$ cat config.mk
export PLATFORM = sky130hd
export DESIGN_NAME = ascii_stepper_command_driver
export DESIGN_NICKNAME = d
export VERILOG_FILES = /design/src/ascd_pkg.sv /design/src/ascii_stepper_command_driver.sv
export SDC_FILE = /design/constraint.sdc
export NUM_CORES = 1
export LEC_CHECK = 0
export ABC_AREA = 1
export BUFFER_PORTS_ARGS = -buffer_cell sky130_fd_sc_hd__buf_4
export CAP_MARGIN = 0
export CORE_MARGIN = 2
export CORE_UTILIZATION = 55
export CTS_CLUSTER_DIAMETER = 120
export DETAILED_ROUTE_END_ITERATION = 10
export GPL_TIMING_DRIVEN = 0
export PLACE_DENSITY = 0.76
export SYNTH_ARGS = -nofsm -noshare
export SYNTH_HDL_FRONTEND = slang
export SYNTH_SLANG_ARGS = --single-unit
$ cat constraint.sdc
create_clock -name clk -period 4.45 [get_ports clk]
set_clock_uncertainty 0.05 [all_clocks]
set_input_delay 0.89 -clock clk [delete_from_list [all_inputs] [get_ports clk]]
set_output_delay 0.89 -clock clk [all_outputs]
set_load 0.03 [all_outputs]
$ cat src/ascd_pkg.sv
`default_nettype none

package ascd_pkg;

  localparam int unsigned BYTE_W = 8;
  localparam int unsigned TPS_W  = 6;
  localparam int unsigned STEPS_W = 9;
  localparam int unsigned POS_W  = 32;

  localparam logic [TPS_W-1:0] TPS_RESET = 6'd10;

  localparam logic [BYTE_W-1:0] SIGN_MINUS = 8'd45;
  localparam logic [BYTE_W-1:0] DIGIT_ZERO = 8'd48;
  localparam logic [6:0]        DEC_BASE   = 7'd10;
  localparam logic [STEPS_W-1:0] STEP_MULT = 9'd4;

  localparam logic KIND_BYTE = 1'b0;
  localparam logic KIND_TICK = 1'b1;

  localparam logic [1:0] ST_OK     = 2'd0;
  localparam logic [1:0] ST_DROP   = 2'd1;
  localparam logic [1:0] ST_REJECT = 2'd2;

  localparam logic [3:0] COIL_P0 = 4'b0101;
  localparam logic [3:0] COIL_P1 = 4'b0110;
  localparam logic [3:0] COIL_P2 = 4'b1010;
  localparam logic [3:0] COIL_P3 = 4'b1001;

  typedef struct packed {
    logic [1:0]              status;
    logic signed [POS_W-1:0] position;
    logic                    busy_res;
    logic                    stepped;
    logic [3:0]              coils;
  } res_t;

  function automatic logic is_digit(input logic [BYTE_W-1:0] b);
    return (b >= DIGIT_ZERO) && (b <= DIGIT_ZERO + 8'd9);
  endfunction

  function automatic logic [3:0] coil_pattern(input logic [1:0] ph);
    logic [3:0] p;
    unique case (ph)
      2'd0:    p = COIL_P0;
      2'd1:    p = COIL_P1;
      2'd2:    p = COIL_P2;
      default: p = COIL_P3;
    endcase
    return p;
  endfunction

endpackage

`default_nettype wire

$ cat src/ascii_stepper_command_driver.sv
`default_nettype none

// Full-step stepper sequencer fed by a word stream of received bytes and timer
// ticks (in_tuser = 1 for a tick). Three bytes make a command: a sign byte ('-'
// reverses) and two ASCII digits; the move is 4x that value in steps, added to
// the signed position when the command is taken. Bytes arriving while a move
// runs are dropped with status 1; a non-digit command is rejected with status 2.
// Every ticks_per_step ticks one step is driven onto the coils. Each input word
// yields exactly one result word, held in the output register or, while the
// output stalls, in the skid entry. One word per cycle is sustained while the
// output does not stall, and a two-entry output buffer keeps the input open
// while a result waits.
module ascii_stepper_command_driver (
  input  wire logic        clk,
  input  wire logic        rst_n,
  input  wire logic        cfg_we,
  input  wire logic [5:0]  cfg_wdata,   // ticks_per_step
  input  wire logic        in_tvalid,
  output      logic        in_tready,
  input  wire logic [7:0]  in_tdata,    // rx_byte
  input  wire logic        in_tuser,    // cmd: 0 byte, 1 tick
  output      logic        out_tvalid,
  input  wire logic        out_tready,
  output      logic [39:0] out_tdata    // status[1:0] position[31:0] busy_res stepped coils[3:0]
);

  logic [ascd_pkg::TPS_W-1:0]   tps_r;
  logic [ascd_pkg::BYTE_W-1:0]  buf0_r, buf0_nxt, buf1_r, buf1_nxt;
  logic [1:0]                   cnt_r, cnt_nxt;
  logic [ascd_pkg::STEPS_W-1:0] steps_r, steps_nxt;
  logic [1:0]                   phase_r, phase_nxt;
  logic                         rev_r, rev_nxt;
  logic [ascd_pkg::TPS_W-1:0]   tick_r, tick_nxt, tick_inc;
  logic signed [ascd_pkg::POS_W-1:0] pos_r, pos_nxt;
  logic [3:0]                   coil_r, coil_nxt;

  logic                         accept;
  logic                         stepped;
  logic [1:0]                   status;
  logic [3:0]                   tens, units;
  logic [6:0]                   value;
  logic [ascd_pkg::STEPS_W-1:0] n_steps;
  ascd_pkg::res_t               res;

  ascd_pkg::res_t out_r, skid_r;
  logic           out_valid_r, skid_valid_r;

  assign in_tready = !skid_valid_r;
  assign accept    = in_tvalid && in_tready;

  assign tens     = 4'(buf1_r - ascd_pkg::DIGIT_ZERO);
  assign units    = 4'(in_tdata - ascd_pkg::DIGIT_ZERO);
  assign value    = 7'(tens) * ascd_pkg::DEC_BASE + 7'(units);
  assign n_steps  = 9'(value) * ascd_pkg::STEP_MULT;
  assign tick_inc = tick_r + 6'd1;

  always_comb begin
    buf0_nxt  = buf0_r;
    buf1_nxt  = buf1_r;
    cnt_nxt   = cnt_r;
    steps_nxt = steps_r;
    phase_nxt = phase_r;
    rev_nxt   = rev_r;
    tick_nxt  = tick_r;
    pos_nxt   = pos_r;
    coil_nxt  = coil_r;
    stepped   = 1'b0;
    status    = ascd_pkg::ST_OK;
    if (accept) begin
      if (in_tuser == ascd_pkg::KIND_BYTE) begin
        if (steps_r != '0) begin
          status = ascd_pkg::ST_DROP;
        end else begin
          case (cnt_r)
            2'd0: begin
              buf0_nxt = in_tdata;
              cnt_nxt  = 2'd1;
            end
            2'd1: begin
              buf1_nxt = in_tdata;
              cnt_nxt  = 2'd2;
            end
            default: begin
              cnt_nxt = 2'd0;
              if (!ascd_pkg::is_digit(buf1_r) || !ascd_pkg::is_digit(in_tdata)) begin
                status = ascd_pkg::ST_REJECT;
              end else begin
                rev_nxt   = (buf0_r == ascd_pkg::SIGN_MINUS);
                steps_nxt = n_steps;
                tick_nxt  = '0;
                if (buf0_r == ascd_pkg::SIGN_MINUS) begin
                  pos_nxt = pos_r - 32'(n_steps);
                end else begin
                  pos_nxt = pos_r + 32'(n_steps);
                end
              end
            end
          endcase
        end
      end else begin
        if (steps_r != '0) begin
          tick_nxt = tick_inc;
          if (tick_inc >= tps_r) begin
            tick_nxt  = '0;
            coil_nxt  = ascd_pkg::coil_pattern(phase_r);
            phase_nxt = rev_r ? phase_r - 2'd1 : phase_r + 2'd1;
            steps_nxt = steps_r - 9'd1;
            stepped   = 1'b1;
          end
        end else begin
          tick_nxt = '0;
        end
      end
    end
    res.status   = status;
    res.position = pos_nxt;
    res.busy_res = (steps_nxt != '0);
    res.stepped  = stepped;
    res.coils    = coil_nxt;
  end

  always_ff @(posedge clk) begin
    if (!rst_n) begin
      tps_r   <= ascd_pkg::TPS_RESET;
      cnt_r   <= '0;
      steps_r <= '0;
      phase_r <= '0;
      rev_r   <= 1'b0;
      tick_r  <= '0;
      pos_r   <= '0;
      coil_r  <= '0;
    end else begin
      if (cfg_we) begin
        tps_r <= cfg_wdata;
      end
      cnt_r   <= cnt_nxt;
      steps_r <= steps_nxt;
      phase_r <= phase_nxt;
      rev_r   <= rev_nxt;
      tick_r  <= tick_nxt;
      pos_r   <= pos_nxt;
      coil_r  <= coil_nxt;
    end
  end

  always_ff @(posedge clk) begin
    buf0_r <= buf0_nxt;
    buf1_r <= buf1_nxt;
  end

  // output register plus skid entry
  always_ff @(posedge clk) begin
    if (!rst_n) begin
      out_valid_r  <= 1'b0;
      skid_valid_r <= 1'b0;
    end else if (!out_valid_r || out_tready) begin
      if (skid_valid_r) begin
        out_valid_r  <= 1'b1;
        skid_valid_r <= 1'b0;
      end else begin
        out_valid_r <= accept;
      end
    end else if (accept) begin
      skid_valid_r <= 1'b1;
    end
  end

  always_ff @(posedge clk) begin
    if (!out_valid_r || out_tready) begin
      if (skid_valid_r) begin
        out_r <= skid_r;
      end else if (accept) begin
        out_r <= res;
      end
    end else if (accept) begin
      skid_r <= res;
    end
  end

  assign out_tvalid = out_valid_r;
  assign out_tdata  = out_r;

endmodule

`default_nettype wire

# After elaboration in Yosys (flattened, before gate mapping)
# Cells that the tools add are included.
# totals
ram_bits	0
mem_count	0
latch_bits	0
regBits	160
wordCells	110
output_inout_bits	42
rom_bits	0
# classes
n_shift	0
eq_ne	7
addsub	9
muxes	36
bitwise_logic	6
reduce_logical	24
multipliers	1
div	0
magnitude_cmp	5
# ops
cell	count
2-to-1 mux 32 bit	6
2-to-1 mux 40 bit	2
2-to-1 mux 9 bit	7
2-to-1 mux 6 bit	6
adder 32 x 9 -> 32 bit	1
subtractor 32 x 9 -> 32 bit	1
nonzero test 9 bit	2
greater-or-equal comparator 8 x 6 -> 1 bit (second input constant)	2
<= comparator 8 x 6 -> 1 bit (second input constant)	2
2-to-1 mux 4 bit	4
AND reduction 4 bit	4
one-hot mux 4 bit (3 select lines)	1
2-to-1 mux 2 bit	5
subtractor 9 x 1 -> 9 bit (second input constant)	1
== test 8 x 6 -> 1 bit (second input constant)	1
subtractor 4 x 1 -> 4 bit (second input constant)	2
adder 7 x 4 -> 7 bit	1
adder 6 x 1 -> 6 bit (second input constant)	1
greater-or-equal comparator 6 bit	1
multiplier 4 x 3 -> 6 bit (second input constant)	1
NOT 1 bit	6
AND reduction 5 bit	1
== test 2 x 1 -> 1 bit (second input constant)	2
zero test 1 bit	4
14 further kinds	24

# Logic depth before layout (Yosys ltp)
# Gate-level depths: netlist of run 1.
# depth
ltp_word	12
ltp_mapped	26

# Worst setup path after synthesis of run 1
# No wires, ideal clock.
# synth_path
path_kind	in2reg
startpoint	input in_tdata[1]
endpoint	register out_r (netlist bit out_tdata[37]), data pin
required_time_ns	4.144
arrival_time_ns	4.015
path_stages	19
setup_slack_ns	0.129
path_cell_list	ha_1 -> fa_1 -> a21oi_1 -> nor2_1 -> xor2_1 -> nand2_1 -> o21ai_0 -> ha_1 -> a21oi_1 -> a21boi_0 -> o21ai_0 -> a21oi_1 -> nand2_1 -> nand2_1 -> nand3_1 -> nand2_1 -> nand2_2 -> nand2_1 -> nand2_1
# synth_between
elab_chain_len	11
elab_cells_between_ends	17
# synth_rtl
item	line_no	rtl
start: declaration	ascii_stepper_command_driver.sv:20	input wire logic [7:0] in_tdata,
subtractor 4 x 1 -> 4 bit (tied with other cells)	ascii_stepper_command_driver.sv:52	assign units = 4'(in_tdata - ascd_pkg::DIGIT_ZERO);
adder 7 x 4 -> 7 bit or logical AND 1 bit (tied branches)	ascii_stepper_command_driver.sv:53, ascd_pkg.sv:38	
adder 32 x 9 -> 32 bit (tied with other cells)	ascii_stepper_command_driver.sv:94	pos_nxt = pos_r + 32'(n_steps);
2-to-1 mux 32 bit or logical OR 1 bit (tied branches)	ascii_stepper_command_driver.sv:91, ascii_stepper_command_driver.sv:85	
2-to-1 mux 32 bit (*)	ascii_stepper_command_driver.sv:85	if (!ascd_pkg::is_digit(buf1_r) || !ascd_pkg::is_digit(in_tdata)) begin
2-to-1 mux 32 bit (*)	ascii_stepper_command_driver.sv:74	case (cnt_r)
2-to-1 mux 32 bit (*)	ascii_stepper_command_driver.sv:71	if (steps_r != '0) begin
2-to-1 mux 32 bit (*)	ascii_stepper_command_driver.sv:70	if (in_tuser == ascd_pkg::KIND_BYTE) begin
2-to-1 mux 32 bit (*)	ascii_stepper_command_driver.sv:69	if (accept) begin
named net pos_nxt, one bit	ascii_stepper_command_driver.sv:34	logic signed [ascd_pkg::POS_W-1:0] pos_r, pos_nxt;
2-to-1 mux 40 bit (*)	ascii_stepper_command_driver.sv:172	end else if (accept) begin
2-to-1 mux 40 bit (*)	ascii_stepper_command_driver.sv:170	if (skid_valid_r) begin
end signal: assignment	ascii_stepper_command_driver.sv:171	out_r <= skid_r;
end signal: assignment	ascii_stepper_command_driver.sv:173	out_r <= res;
end: declaration	ascii_stepper_command_driver.sv:45	ascd_pkg::res_t out_r, skid_r;
# The timed path passes the listed nets; every way through them passes the cells marked *. The select of a mux whose other input is x is not followed.
# A chain may end at the register's enable or synchronous reset.

# Worst setup path in the final report of run 1
# layout_path
startpoint	register buf1_r[3] in the netlist's numbering
endpoint	register out_r (netlist bit out_tdata[37]), data pin
# layout_between
elab_chain_len	12
elab_cells_between_ends	18
# layout_rtl
item	line_no	rtl
start: declaration	ascii_stepper_command_driver.sv:28	logic [ascd_pkg::BYTE_W-1:0] buf0_r, buf0_nxt, buf1_r, buf1_nxt;
start signal: assignment	ascii_stepper_command_driver.sv:148	buf1_r <= buf1_nxt;
subtractor 4 x 1 -> 4 bit	ascii_stepper_command_driver.sv:51	assign tens = 4'(buf1_r - ascd_pkg::DIGIT_ZERO);
multiplier 4 x 3 -> 6 bit	ascii_stepper_command_driver.sv:53	assign value = 7'(tens) * ascd_pkg::DEC_BASE + 7'(units);
adder 7 x 4 -> 7 bit	ascii_stepper_command_driver.sv:53	
adder 32 x 9 -> 32 bit or subtractor 32 x 9 -> 32 bit (tied branches)	ascii_stepper_command_driver.sv:94, ascii_stepper_command_driver.sv:92	
2-to-1 mux 32 bit	ascii_stepper_command_driver.sv:91	if (buf0_r == ascd_pkg::SIGN_MINUS) begin
2-to-1 mux 32 bit (*)	ascii_stepper_command_driver.sv:85	
2-to-1 mux 32 bit (*)	ascii_stepper_command_driver.sv:74	
2-to-1 mux 32 bit (*)	ascii_stepper_command_driver.sv:71	
2-to-1 mux 32 bit (*)	ascii_stepper_command_driver.sv:70	
2-to-1 mux 32 bit (*)	ascii_stepper_command_driver.sv:69	
named net pos_nxt, one bit	ascii_stepper_command_driver.sv:34	
2-to-1 mux 40 bit (*)	ascii_stepper_command_driver.sv:172	
2-to-1 mux 40 bit (*)	ascii_stepper_command_driver.sv:170	
# Marked as above.

==> flow_summary.yaml, run 1 <==
clock_network:
  worst_skew_pair.late_latency_ns: 0.43
  clkTransAtPathRegs_ns: 0.06
  cts_hold_buf: 0
  h-tree-depth: 4
  cts_inserted_buffers: 17
  cts_buffer_depth: 2
  numClockSinks: 154
  cts_tree: "yes"
  cts-root-buf: "clkbuf_16"
detailed_routing:
  drt-total-wl_um: 22600
  firstDrtPassIters: 7
  via_per_inst: 5.27
  antenna_left: 0
  wl_per_cell_um: 15.8
  drt_iter0_markers: 538
  vias: 7549
  drc: 0
cells_and_area:
  n_fill_cell: 1285
  final_common_cell: "nand2_1"
  seq_area_um2: 4000
  antennaDiodeCount: 0
  syn2layout_area_growth_pct: 24.5
  instances_no_fill: 1433
  layout-drive-gt1-share_pct: 21.4
  fin_area_um2: 10900
  finalNetCount: 1277
  multi_input_area_um2: 4630
  most-common-layout-cells: "228 x nand2_1, 138 x inv_1, 121 x nor2_1"
setup_path:
  crit_top_cell: "nand2_2"
  crit_cells: 25
  cp_top_family: "simple AND/OR/NAND/NOR gates"
  crit_slowest_cell: "fa_2"
  critPathKind: "reg2reg"
  crit_path_start_kind: "flip-flop"
  worstSetupEndpointType: "flip-flop"
  crit_buf_inv: 5
  slowest_delay_ns: 0.44
  reg2reg_depth: 25
  cp.arrival_ns: 4.51
  critPathRequiredTime_ns: 4.59
  cp_max_fo: 4
floorplanning:
  num_io_pins: 62
  core_area_um2: 15800
  die_area_um2: 17000
  initial_core_util_pct: 55.7
  fp.dieH_um: 130
  fp-row-count: 46
  die_width_um: 130
global_route:
  grt_pass1_vias: 7076
  grt_usage_pct: 26.8
  antenna_found_initial: 0
  gr-total-overflow: 0
  grt_max_degree: 27
  grt_pass1_wl_um: 34700
placed_design:
  dp_cells: 1374
  portBuffers: 58
  gp_congestion: 0.947
  dpl_cell_area_um2: 9560
  place_hpwl_um: 16200
sta:
  fin_crit_ns: 4.37
  min_period_over_period_pct: 98.2
  report.final.slew_viol_count: 0
  hold_violations: 0
  rsz0062_at_grt: "true"
  tightest_slew_ns: 1.21
  report.final.setup_viol: 0
  hold_ws_ns: 0.419
  slew-limit-headroom_pct: 18.4
  fmax_mhz: 229
pwr:
  vdd.ir_drop.worst_v: 0.000274
  power.total_mw: 3.46
  leakagePower_nw: 5.03
  p_per_area_nw_per_um2: 317
job:
  cap_violations: 0
synthesis:
  syn_area_um2: 8790
  synthArstFlopShare_pct: 0
  yosysUniqueCellTypes: 47
  ys.flop_type: "edfxtp_1"
  synth.avg_cell_area_um2: 8.01
  ys_seq_elements: 154
  synth.area.top_cells: "edfxtp_1 31%, dfxtp_1 14%, nand2_1 11%, ha_1 7.1%, inv_1 6.4%"
  synth-edff-count: 92
  synth.top_cell.area_share_pct: 31.4
  synth_top_area_cell: "edfxtp_1"
  yosysWarnings: 0
  syn_inst: 1097
  yosysSeqAreaShare_pct: 45.5
outcome:
  outcome: "complete, no violations"
hold_path:
  min_path_type: "reg2reg"
  min_path_cells: 2
## per-stage QoR
step | setup TNS, ns | utilization (%) | setup WS (ns)
floorplan | 0 | - | 0.129
global placement | -68.60 | 60.2 | -1.26
detailed placement | -51.85 | 60.6 | -1.23
CTS | -0.0737 | 65.7 | -0.0332
global route | -0.616 | 69.4 | -0.107
finish | 0 | 69.4 | 0.0809
## path summary, 6_finish.rpt
kind	slack, ns	endpoint	startpoint
hold reg to reg	0.42	tps_r[4]	tps_r[4]
setup reg to reg	0.08	out_tdata[37]	buf1_r[3]
setup / recovery	0.08	out_tdata[37]	buf1_r[3]
hold / removal	0.42	tps_r[4]	tps_r[4]
## report_power, final
part	leakage (nW)	total [mW]	switching, mW	internal (mW)
sequential	1.37	1.58	0.0209	1.56
clock	0.289	1.48	0.581	0.898
combinational	3.37	0.402	0.266	0.136
total	5.03	3.46	0.867	2.60
## cell families (layout without fill, tap and decap cells)
kind of cell               count (synthesis)  count (layout)  share of synthesized area (%)
and+or+nand+nor                          513             513                           25.1
AOI/OAI and AO/OA                        169             169                           10.4
buffers and inverters                    175             294                           7.94
other                                      1               2                         0.0427
adders and majority gates                 53              53                           7.80
xor gates and xnor gates                  32              32                           3.19
DFF                                      154             154                           45.5
## flip-flops by register name, summed over array words and instances, names as in the netlist
name          count
skid_valid_r      1
tps_r             6
buf1_r            8
out_tvalid        1
tick_r            6
coil_r            4
buf0_r            8
skid_r           38
steps_r           9
rev_r             1
cnt_r             2
out_tdata        38
phase_r           2
pos_r            30
## routing by layer
metal	vias up	routed length (µm)	global-route usage [%]
met5	-	0	0
met4	0	385	7.57
met3	32	1140	5.21
met2	204	11300	46.1
met1	3508	9730	34.6
li1	3805	-	-
## cell type report
cell class	count	share of cell area, %
plain buffers	24	1.20
well taps	216	2.47
clock buffers	21	4.11
inverters	151	5.21
repair buffers	87	6.79
multi-input cells	769	42.3
clock inverters	11	1.34
flip-flops and latches	154	36.6
## worst min-delay path, cell delays in order, from the launching register on
cell and delay, ns:
dfxtp_1 0.29, inv_1 0.07, a21oi_1 0.06
## synth_stat cells (2+ instances only)
library cell  instances
edfxtp_1             92
nor4_1                3
nor3_1               11
xnor2_1               9
buf_4                 4
nand3_1              64
a21boi_0              3
buf_2                 2
clkbuf_1             16
o21a_1                5
a21o_1                6
nor3b_1               2
o21ai_0              82
xor2_1               23
o21ai_1               7
inv_1               149
nand2_2               2
o21bai_1              4
o21ai_2               2
a21oi_1              52
ha_1                 50
nor2_4                2
or2_2                19
nand3b_1              3
fa_1                  3
nand2_1             249
nand4_1               8
nor2_2                3
dfxtp_1              62
nor2_1              140
a31oi_1               4
## repair_timing
action                                 in CTS  in global routing
setup endpoints to repair                  65                 58
cloned                                      0                  0
buffers inserted                            6                 21
pin swaps                                   1                 47
endpoints found under the hold margin       0                  0
resized for setup                          31                113
No activity file was read; power rests on OpenSTA's default activity.
==> run 2, diff against run 1 <==
PLACE_DENSITY = 0.73   (was 0.76)
clock period = 4.1 ns   (was 4.45 ns; I/O delays follow)
==> run 2 against run 1 <==
Effect of this change:
- the run now ends with negative setup slack left
- combinational power up 14%
- global-route usage up 1.5 points
- utilization up 6.0 points
- via count up 8.5%
- non-clock buffer count up 32
- sequential power up 9%
- clock power about the same
- hold slack better by 0.00061 ns
- flip-flop and latch count unchanged
- sequential share of layout area down 2.9 points
- cell area up 8.7%
==> flow_summary.yaml, run 2 (synthesis gave the netlist of run 1 again) <==
floorplanning:
  num_io_pins: 62
  die_area_um2: 17000
  die_width_um: 130
  fp-row-count: 46
  initial_core_util_pct: 55.7
  core_area_um2: 15800
  fp.dieH_um: 130
pwr:
  leakagePower_nw: 5.35
  p_per_area_nw_per_um2: 309
  vdd.ir_drop.worst_v: 0.000276
global_route:
  grt_pass1_vias: 7537
  grt_usage_pct: 28.3
  antenna_found_initial: 0
  grt_max_degree: 22
  grt_pass1_wl_um: 36800
  gr-total-overflow: 0
outcome:
  violations: "negative setup slack"
  outcome: "complete, but fails checks"
cells_and_area:
  most-common-layout-cells: "200 x nand2_1, 129 x inv_1, 111 x nor2_1"
  layout-drive-gt1-share_pct: 31.3
  antennaDiodeCount: 0
  final_util_pct: 75.5
  syn2layout_area_growth_pct: 35.4
  finalNetCount: 1309
  final_common_cell: "nand2_1"
sta:
  slew-limit-headroom_pct: 22.0
  report.final.setup_viol: 22
  fmax_mhz: 235
  fin_crit_ns: 4.26
  final.setup.worst_slack_ns: -0.164
  rsz0062_at_grt: "true"
  hold_ws_ns: 0.419
  hold_violations: 0
  report.final.slew_viol_count: 0
  tightest_slew_ns: 1.17
  tns_ns: -1.34
  min_period_over_period_pct: 104
clock_network:
  h-tree-depth: 4
  cts-root-buf: "clkbuf_16"
  cts_hold_buf: 0
  numClockSinks: 154
  clkTransAtPathRegs_ns: 0.06
  cts_inserted_buffers: 17
  worst_skew_pair.late_latency_ns: 0.43
  cts_tree: "yes"
  cts_buffer_depth: 2
detailed_routing:
  antenna_left: 0
  drc: 0
  firstDrtPassIters: 8
  drt_iter0_markers: 661
  via_per_inst: 5.59
  drt-total-wl_um: 26100
  vias: 8191
  wl_per_cell_um: 17.8
setup_path:
  critPathKind: "reg2reg"
  cp.arrival_ns: 4.38
  worstSetupEndpointType: "flip-flop"
  critPathRequiredTime_ns: 4.21
  crit_path_start_kind: "flip-flop"
  cp_max_fo: 5
hold_path:
  min_path_type: "reg2reg"
job:
  cap_violations: 0
placed_design:
  gp_congestion: 0.951
  place_hpwl_um: 16400
  portBuffers: 58
==> run 2: changes by cell type in the layout (fill, tap and decap cells not counted), sizes merged <==
cell / delta
clkinv: +4
bufinv: -2
clkinvlp: +2
clkbuf: -4
buf: +32
==> run 2: cell type report <==
class                      count  area [µm²]
clock inverter                15         126
sequential                   154        4000
buffer                        24         131
multi-input combinational    769        5360
tap                          216         270
timing repair buffer         119        1000
clock buffer                  17         425
fill                        1117        3870
inverter                     151         586
==> run 2: worst paths after layout <==
path	from	to	slack (ns)	cells after the start
worst min-delay path	tps_r[4]	tps_r[4]	0.42	2
worst max register to register	buf1_r[3]	out_tdata[30]	-0.16	21
worst min register to register	tps_r[4]	tps_r[4]	0.42	2
worst max-delay path	buf1_r[3]	out_tdata[30]	-0.16	21
==> run 2: power breakdown <==
part	switching (mW)	total [mW]	internal (mW)	leakage, nW
Clock	0.669	1.50	0.832	0.262
Combinational	0.300	0.460	0.160	3.71
Sequential	0.0231	1.72	1.70	1.37
==> run 2: critical path: stages (launching register included) <==
cell and delay [ns]:
edfxtp_1 0.41, ha_1 0.30, ha_2 0.16, inv_2 0.03, fa_2 0.55, buf_6 0.12
xor2_4 0.18, buf_6 0.13, nand2_4 0.07, nand2_4 0.08, nand2_4 0.08, buf_4 0.15
inv_4 0.11, ha_4 0.24, a21oi_2 0.20, o21ai_1 0.17, a21oi_1 0.27, nand3_2 0.13
xor2_1 0.16, or2_4 0.24, nand2_4 0.09, o21ai_1 0.06
==> run 2: repair_timing <==
action,4_1_cts,5_1_grt
pin swaps,58,56
resized for setup,160,158
cloned,0,0
setup buffers,33,26
endpoints found under the setup margin,68,66
==> run 2: metrics by stage <==
| stage | instances | power, mW | area (µm²) | worst slack [ns] |
|---|---|---|---|---|
| floorplan | 1098 | 2.03 | 8800 | 0.0103 |
| global placement | 1372 | 2.16 | 9510 | -1.04 |
| detailed placement | 1374 | 2.17 | 9580 | -1.08 |
| CTS | 1439 | 3.66 | 11100 | -0.0423 |
| global route | 1465 | 3.80 | 11900 | -0.303 |
| finish | 1465 | 3.68 | 11900 | -0.164 |
==> run 2: layer usage <==
| metal | vias to the layer above | routed length (µm) | track usage, % |
|---|---|---|---|
| li1 | 3872 | - | - |
| met1 | 3872 | 10200 | 33.8 |
| met2 | 337 | 13200 | 50.9 |
| met3 | 110 | 1460 | 5.29 |
| met4 | 0 | 1250 | 10.6 |
| met5 | - | 0 | 0 |
